**src/hw/rtl/bba_pkg.sv**
```systemverilog
`default_nettype none

package bba_pkg;

    localparam int NUM_BLOCKS_DEF    = 65536;
    localparam int MAP_WORD_BITS_DEF = 32;

    localparam int INDEX_W = 16;
    localparam int TOTAL_W = 17;
    localparam int COUNT_W = 17;
    localparam int INDEX_LIMIT = 65536;

    localparam logic [COUNT_W-1:0] COUNT_MAX = '1;

    localparam int PADDR_W = 3;
    localparam int PDATA_W = 32;
    localparam logic REG_FDB   = 1'b0;
    localparam logic REG_TOTAL = 1'b1;
    localparam logic [TOTAL_W-1:0] TOTAL_RESET = 17'd65536;

    localparam logic [1:0] OP_ALLOC  = 2'd0;
    localparam logic [1:0] OP_FREE   = 2'd1;
    localparam logic [1:0] OP_TEST   = 2'd2;
    localparam logic [1:0] OP_FORMAT = 2'd3;

    localparam logic [1:0] ST_OK       = 2'd0;
    localparam logic [1:0] ST_NO_SPACE = 2'd1;
    localparam logic [1:0] ST_RANGE    = 2'd2;

    typedef enum logic [3:0] {
        DC_NONE,
        DC_LOAD,
        DC_SWEEP_INIT,
        DC_DIV,
        DC_MUL,
        DC_UPDATE,
        DC_ALLOC_EVAL,
        DC_FMT_WRITE,
        DC_CLR_WRITE,
        DC_OOR,
        DC_NOSPACE
    } t_dp_code;

    typedef struct packed {
        t_dp_code code;
        logic     out_load;
    } t_cmd;

    typedef struct packed {
        logic [1:0] op;
        logic       idx_oor;
        logic       fdb_oor;
        logic       found;
        logic       scan_end;
        logic       sweep_last;
    } t_sts;

endpackage

`default_nettype wire

```
**src/hw/rtl/bba_ctrl.sv**
```systemverilog
`default_nettype none

module bba_ctrl (
    input  wire logic          i_clk,
    input  wire logic          i_rst_n,
    input  wire logic          i_in_valid,
    output logic               o_in_ready,
    output logic               o_out_valid,
    input  wire logic          i_out_ready,
    output bba_pkg::t_cmd      o_cmd,
    input  wire bba_pkg::t_sts i_sts
);

    typedef enum logic [3:0] {
        S_CLEAR,
        S_IDLE,
        S_CHK,
        S_MUL,
        S_READ,
        S_UPD,
        S_AREAD,
        S_AEVAL,
        S_FMT,
        S_DONE
    } t_state;

    t_state r_state;
    t_state n_state;
    logic   r_out_valid;
    logic   n_out_valid;

    assign o_in_ready  = (r_state == S_IDLE);
    assign o_out_valid = r_out_valid;

    always_comb begin
        n_state         = r_state;
        o_cmd.code      = bba_pkg::DC_NONE;
        o_cmd.out_load  = 1'b0;
        case (r_state)
            S_CLEAR: begin
                o_cmd.code = bba_pkg::DC_CLR_WRITE;
                if (i_sts.sweep_last) begin
                    n_state = S_IDLE;
                end
            end
            S_IDLE: begin
                if (i_in_valid) begin
                    o_cmd.code = bba_pkg::DC_LOAD;
                    n_state    = S_CHK;
                end
            end
            S_CHK: begin
                case (i_sts.op)
                    bba_pkg::OP_FORMAT: begin
                        o_cmd.code = bba_pkg::DC_SWEEP_INIT;
                        n_state    = S_FMT;
                    end
                    bba_pkg::OP_ALLOC: begin
                        if (i_sts.fdb_oor) begin
                            o_cmd.code = bba_pkg::DC_NOSPACE;
                            n_state    = S_DONE;
                        end else begin
                            o_cmd.code = bba_pkg::DC_DIV;
                            n_state    = S_MUL;
                        end
                    end
                    default: begin
                        if (i_sts.idx_oor) begin
                            o_cmd.code = bba_pkg::DC_OOR;
                            n_state    = S_DONE;
                        end else begin
                            o_cmd.code = bba_pkg::DC_DIV;
                            n_state    = S_MUL;
                        end
                    end
                endcase
            end
            S_MUL: begin
                o_cmd.code = bba_pkg::DC_MUL;
                n_state    = (i_sts.op == bba_pkg::OP_ALLOC) ? S_AREAD : S_READ;
            end
            S_READ: begin
                n_state = S_UPD;
            end
            S_UPD: begin
                o_cmd.code = bba_pkg::DC_UPDATE;
                n_state    = S_DONE;
            end
            S_AREAD: begin
                n_state = S_AEVAL;
            end
            S_AEVAL: begin
                o_cmd.code = bba_pkg::DC_ALLOC_EVAL;
                n_state    = (i_sts.found || i_sts.scan_end) ? S_DONE : S_AREAD;
            end
            S_FMT: begin
                o_cmd.code = bba_pkg::DC_FMT_WRITE;
                if (i_sts.sweep_last) begin
                    n_state = S_DONE;
                end
            end
            S_DONE: begin
                if (!r_out_valid || i_out_ready) begin
                    o_cmd.out_load = 1'b1;
                    n_state        = S_IDLE;
                end
            end
            default: begin
                n_state = S_IDLE;
            end
        endcase
    end

    always_comb begin
        n_out_valid = r_out_valid;
        if (o_cmd.out_load) begin
            n_out_valid = 1'b1;
        end else if (i_out_ready) begin
            n_out_valid = 1'b0;
        end
    end

    always_ff @(posedge i_clk) begin
        if (!i_rst_n) begin
            r_state     <= S_CLEAR;
            r_out_valid <= 1'b0;
        end else begin
            r_state     <= n_state;
            r_out_valid <= n_out_valid;
        end
    end

    a_accept_to_chk: assert property (@(posedge i_clk) disable iff (!i_rst_n)
        (i_in_valid && o_in_ready) |=> (r_state == S_CHK))
        else $error("accepted request did not enter check state");

    a_no_overwrite: assert property (@(posedge i_clk) disable iff (!i_rst_n)
        o_cmd.out_load |-> (!r_out_valid || i_out_ready))
        else $error("output register overwritten while held");

    a_valid_from_done: assert property (@(posedge i_clk) disable iff (!i_rst_n)
        $rose(o_out_valid) |-> $past(r_state == S_DONE))
        else $error("result raised outside done state");

endmodule

`default_nettype wire

```
**config.mk**
```make
export PLATFORM = sky130hd
export DESIGN_NAME = bba_ctrl
export DESIGN_NICKNAME = d
export VERILOG_FILES = /design/src/hw/rtl/bba_pkg.sv /design/src/hw/rtl/bba_ctrl.sv
export SDC_FILE = /design/constraint.sdc
export NUM_CORES = 1
export LEC_CHECK = 0
export BUFFER_PORTS_ARGS = -buffer_cell sky130_fd_sc_hd__buf_2
export CAP_MARGIN = 40
export CORE_MARGIN = 5
export CORE_UTILIZATION = 25
export CTS_CLUSTER_SIZE = 40
export DETAILED_ROUTE_END_ITERATION = 7
export SYNTH_ARGS = -nofsm -noshare
export SYNTH_HDL_FRONTEND = slang
export SYNTH_SLANG_ARGS = --single-unit
export TNS_END_PERCENT = 50
```
**constraint.sdc**
```tcl
create_clock -name i_clk -period 1.4 [get_ports i_clk]
set_input_delay 0.14 -clock i_clk [delete_from_list [all_inputs] [get_ports i_clk]]
set_output_delay 0.14 -clock i_clk [all_outputs]
set_load 0.02 [all_outputs]
```
==> results.py, run 1 <==
metrics = {
    "route": {
        "routed_wl_um": 1580,
        "wl_per_cell_um": 12.1,
        "drtAntennaViolNets": 0,
        "detail_route.first_pass.iterations": 4,
        "num_vias": 644,
        "drc": 0,
        "vias_per_cell": 4.95,
        "drt_first_iter_violations": 16,
    },
    "sta": {
        "rsz0062_at_grt": "yes",
        "fin_skew_ns": 0.000786,
        "worst_slack_ns": -0.0108,
        "worstMarginPinSlew_ns": 0.445,
        "hold_viol": 0,
        "max-slew-margin-rel_pct": 70.2,
        "fmax_mhz": 709,
        "fin_crit_ns": 1.41,
        "fin_crit_sh_pct": 101,
        "finalMaxSlewViolations": 0,
        "setup_violations": 1,
    },
    "floorplan": {
        "initial_utilization_pct": 26.5,
        "die_x_um": 55.8,
        "fp.dieH_um": 55.8,
        "dieArea_mm2": 0.00312,
        "fp-row-count": 16,
        "ioPinCount": 18,
        "core_mm2": 0.00198,
    },
    "synthesis": {
        "synth_nets": 88,
        "synth_ff_type": "dfxtp_1",
        "synthAdderAreaFrac_pct": 4.76,
        "synth_top_area_cell": "dfxtp_1",
        "synth-simple-area-share_pct": 36.4,
        "synth_top_area_share_pct": 19.0,
        "synth_compound_area_share_pct": 28.6,
        "ys_warn_count": 0,
        "synthTopCellsByCount": "a21oi_1, nor2_1, nand2_1",
        "synth_top_family_by_area": "simple AND/OR/NAND/NOR gates",
        "synth_area_leaders": "dfxtp_1, a21oi_1, nor2_1",
        "netlist_area_um2": 526,
        "synth.distinct_cells": 32,
        "synthXorXnorAreaFrac_pct": 0,
        "ys_ff_latch": 5,
        "muxShareOfSynthArea_pct": 0,
        "synthArstFlopShare_pct": 0,
        "syn-instance-count": 75,
        "synth-seq-area-share_pct": 19.0,
        "synth_edf_count": 0,
        "avgSynthCellArea_um2": 7.01,
    },
    "placed_design": {
        "gp_congestion": 0.837,
        "place_ws_ns": 0.0187,
        "portBuffers": 17,
        "post-dp-hpwl_um": 1070,
    },
    "finish": {
        "drive_gt1_share_pct": 50.5,
        "diodes": 0,
        "nNetsFinal": 117,
        "post-route-util_pct": 41.2,
        "syn_to_final_growth_pct": 55.5,
    },
    "global_route": {
        "grt_usage_pct": 10.7,
        "overflow": 0,
        "antenna_found_initial": 0,
        "grt_pass1_vias": 621,
        "grt_max_degree": 14,
        "grt_pass1_wl_um": 2700,
    },
    "setup_path": {
        "critical_path.max_fanout": 8,
        "path_class": "flip-flop to output port",
        "end_kind": "output port",
        "cp.required_ns": 1.26,
        "cp.arrival_ns": 1.27,
        "start_kind": "flip-flop",
    },
    "power_and_ir_drop": {
        "peakVddDrop_uv": 255,
        "powerDensity_mw_per_mm2": 778,
        "p_leak_nw": 0.340,
    },
    "clocking": {
        "cts_sinks": 5,
        "cts.htree.levels": 1,
        "clk_latency_ns": 0.24,
        "tritoncts": "done",
        "clk_pin_slew_worst_paths_ns": 0.04,
        "cts_buffers": 3,
        "cts_max_path_buffers": 2,
        "root_buffer": "clkbuf_4",
    },
    "job": {
        "cap_violations": 0,
    },
    "min_path": {
        "min_path_type": "input port to flip-flop",
    },
    "status": {
        "status": "finished with violations",
        "violations": "setup timing",
    },
}
==> registers in the layout, indices dropped and copies added, names as in the netlist <==
name         count
o_out_valid      1
r_state          4
==> path summary, 6_finish.rpt <==
check	startpoint	to	slack, ns	depth (start not counted)
max	r_state[0]	o_cmd[1]	-0.01	4
min	i_rst_n	r_state[0]	0.17	3
max reg2reg	r_state[1]	r_state[0]	0.09	4
min reg2reg	r_state[1]	r_state[0]	0.59	2
==> cell usage in the layout, fill, tap and decap left out, types with 2 or more instances in the layout <==
| master | n |
|---|---|
| clkbuf_4 | 3 |
| a21oi_2 | 2 |
| buf_4 | 18 |
| dfxtp_4 | 2 |
| dfxtp_1 | 2 |
| nand2_1 | 6 |
| o21ai_0 | 2 |
| o22ai_1 | 2 |
| a21oi_1 | 8 |
| nor2_1 | 9 |
| nand3b_1 | 2 |
| nand2b_1 | 2 |
| buf_2 | 11 |
| inv_1 | 3 |
| nor2b_1 | 2 |
==> routing by layer <==
metal  wire length (µm)  GRT usage [%]  vias to the layer above
li1                   -              -                      326
met1                744           13.7                      297
met2                735           15.9                       17
met3                 70           2.32                        4
met4                 29           7.12                        0
met5                  0              0                        -
==> cells by family after synthesis <==
group / Yosys count
AOI/OAI and AO/OA: 24
adders and majority gates: 2
buffers and inverters: 9
DFF: 5
and+or+nand+nor: 35
==> power by group <==
group          switching [mW]  total, mW  internal [mW]
Combinational           0.157      0.308          0.151
Clock                  0.0575      0.165          0.108
Sequential             0.0107      0.163          0.152
Total                   0.226      0.636          0.410
==> through the flow <==
| step | TNS (ns) | std cells | instance area [µm²] | hold slack [ns] | power (mW) |
|---|---|---|---|---|---|
| finish | -0.0108 | 130 | 817 | 0.167 | 0.636 |
| global route | -0.270 | 130 | 817 | 0.172 | 0.680 |
| CTS | -0.0517 | 127 | 752 | 0.159 | 0.609 |
| detailed placement | 0 | 119 | 648 | 0.428 | 0.394 |
| global placement | 0 | 119 | 648 | 0.421 | 0.393 |
| floorplan | -0.0361 | 75 | 532 | 0.260 | 0.328 |
==> critical path, cell delays in order (launching register included) <==
cell and delay (ns):
dfxtp_2 0.32, or2_4 0.29, buf_4 0.15, o32ai_2 0.09, buf_4 0.18
==> what timing repair did <==
action	4_1_cts	5_1_grt
hold endpoints to repair	0	0
resized for setup	15	12
pin swaps	1	4
setup buffers	4	3
setup endpoints to repair	6	8
hold buffers	0	0
==> area by class of cell <==
| type | instances | area (µm²) |
|---|---|---|
| Fill cell | 218 | 1160 |
| Multi-Input combinational cell | 61 | 435 |
| Timing Repair Buffer | 30 | 201 |
| Sequential cell | 5 | 109 |
| Tap cell | 27 | 33.8 |
| Clock buffer | 4 | 26.3 |
| Inverter | 3 | 11.3 |
Note: power is estimated with default switching activity, not from simulation.
==> run 2, diff against run 1 <==
--- a/config.mk
+++ b/config.mk
@@ -14,4 +14,4 @@
 export SYNTH_ARGS = -nofsm -noshare
 export SYNTH_HDL_FRONTEND = slang
 export SYNTH_SLANG_ARGS = --single-unit
-export TNS_END_PERCENT = 50
+export TNS_END_PERCENT = 5
==> run 2 against run 1 <==
  * The flow still finishes with violations (setup timing)
  * Utilization did not move
  * Maximum frequency stayed put
  * Sequential power barely moved
  * Hold slack is the same
  * Highest routed layer unchanged
==> results.py, run 2 (synthesis results as in run 1) <==
metrics = {
    "global_route": {
        "grt_pass1_wl_um": 2700,
        "grt_usage_pct": 10.7,
        "antenna_found_initial": 0,
        "grt_pass1_vias": 623,
        "overflow": 0,
        "grt_max_degree": 14,
    },
    "setup_path": {
        "critical_path.max_fanout": 8,
        "r2r-start": "r_state[1]",
        "r2r_end": "r_state[0]",
        "start_kind": "flip-flop",
        "cp.required_ns": 1.26,
        "rrSetupSlack_ns": 0.09,
        "reg2reg_depth": 4,
        "path_class": "flip-flop to output port",
        "cp.arrival_ns": 1.27,
        "end_kind": "output port",
    },
    "floorplan": {
        "initial_utilization_pct": 26.5,
        "dieArea_mm2": 0.00312,
        "die_x_um": 55.8,
        "fp-row-count": 16,
        "ioPinCount": 18,
        "fp.dieH_um": 55.8,
        "core_mm2": 0.00198,
    },
    "placed_design": {
        "place_inst": 119,
        "place_area_um2": 648,
        "gp_congestion": 0.837,
        "post-dp-hpwl_um": 1070,
        "portBuffers": 17,
    },
    "min_path": {
        "hold_end": "r_state[0]",
        "min_from": "i_rst_n",
        "min_path_type": "input port to flip-flop",
        "min_delay_path_depth": 3,
    },
    "route": {
        "wl_met1_um": 744,
        "routed.top_layer": "met4",
        "wl_met2_um": 735,
        "vias_per_cell": 4.95,
        "met3WireLength_um": 70,
        "wl_per_cell_um": 12.1,
        "num_vias": 644,
        "drtAntennaViolNets": 0,
        "drc": 0,
        "detail_route.first_pass.iterations": 4,
        "drt_first_iter_violations": 16,
        "routed_wl_um": 1580,
    },
    "finish": {
        "layout_commonest_cell": "buf_4",
        "fin_cells": 130,
        "largest_register_ffs": 4,
        "diodes": 0,
        "post-route-util_pct": 41.2,
        "drive_gt1_share_pct": 50.5,
        "layout_common_cells": "buf_4, buf_2, nor2_1, a21oi_1, nand2_1",
        "nNetsFinal": 117,
        "stdcell_area_um2": 817,
        "max_flop_register": "r_state",
        "syn_to_final_growth_pct": 55.5,
    },
    "power_and_ir_drop": {
        "peakVddDrop_uv": 255,
        "p_leak_nw": 0.340,
        "powerDensity_mw_per_mm2": 778,
        "p_total_uw": 636,
    },
    "sta": {
        "setup_violations": 1,
        "rsz0062_at_grt": "yes",
        "finalHoldWorstSlack_ns": 0.167,
        "max-slew-margin-rel_pct": 70.2,
        "fmax_mhz": 709,
        "fin_skew_ns": 0.000786,
        "fin_crit_ns": 1.41,
        "finalMaxSlewViolations": 0,
        "worstMarginPinSlew_ns": 0.445,
        "worst_slack_ns": -0.0108,
        "fin_crit_sh_pct": 101,
        "hold_viol": 0,
    },
    "job": {
        "cap_violations": 0,
    },
    "status": {
        "status": "finished with violations",
        "violations": "setup timing",
    },
    "clocking": {
        "cts_buffers": 3,
        "cts_sinks": 5,
        "cts.htree.levels": 1,
        "cts_max_path_buffers": 2,
        "clk_latency_ns": 0.24,
        "tritoncts": "done",
        "clk_pin_slew_worst_paths_ns": 0.04,
        "root_buffer": "clkbuf_4",
    },
}
==> run 2: cell counts in the layout (fill, tap and decap cells not counted) <==
Identical to the previous run, type by type.
==> run 2: metal layers <==
layer	global-route usage, %	vias up
met5	0	-
met3	2.32	4
met1	13.8	297
met2	15.7	17
li1	-	326
met4	7.12	0
==> run 2: layout make-up <==
cell class	count	area (µm²)
fill	218	1160
sequential	5	109
inverter	3	11.3
multi-input combinational	61	435
tap	27	33.8
timing repair buffer	30	201
clock buffer	4	26.3
==> run 2: how the worst max path moves through the flow <==
stage                          start         end  slack (ns)  cells after the start
after floorplan           r_state[3]    o_cmd[1]       -0.04                      3
after global placement      i_sts[5]    o_cmd[4]        0.04                      6
after detailed placement    i_sts[5]    o_cmd[4]        0.02                      6
after CTS                 r_state[3]  o_in_ready       -0.02                      4
after global routing      r_state[0]    o_cmd[1]       -0.06                      4
final                     r_state[0]    o_cmd[1]       -0.01                      4
==> run 2: per-stage QoR <==
stage | setup WS, ns | setup TNS [ns]
floorplan | -0.0361 | -0.0361
finish | -0.0108 | -0.0108
global route | -0.0606 | -0.270
global placement | 0.0351 | 0
detailed placement | 0.0187 | 0
CTS | -0.0241 | -0.0517
==> run 2: worst max-delay path: stages, from the launching register on <==
cell and delay, ns:
dfxtp_2 0.32, or2_4 0.29, buf_4 0.15, o32ai_2 0.09, buf_4 0.18
==> run 2: timing repair <==
item                                    4_1_cts  5_1_grt
resized for setup                            15       12
hold buffers                                  0        0
buffers inserted                              4        3
endpoints found under the setup margin        6        8
pin swaps                                     1        4
==> run 2: power by group <==
part	leakage (nW)	switching (mW)	internal, mW
registers	0.0426	0.0107	0.152
logic	0.282	0.157	0.151
clock network	0.0150	0.0575	0.108
total	0.340	0.226	0.410
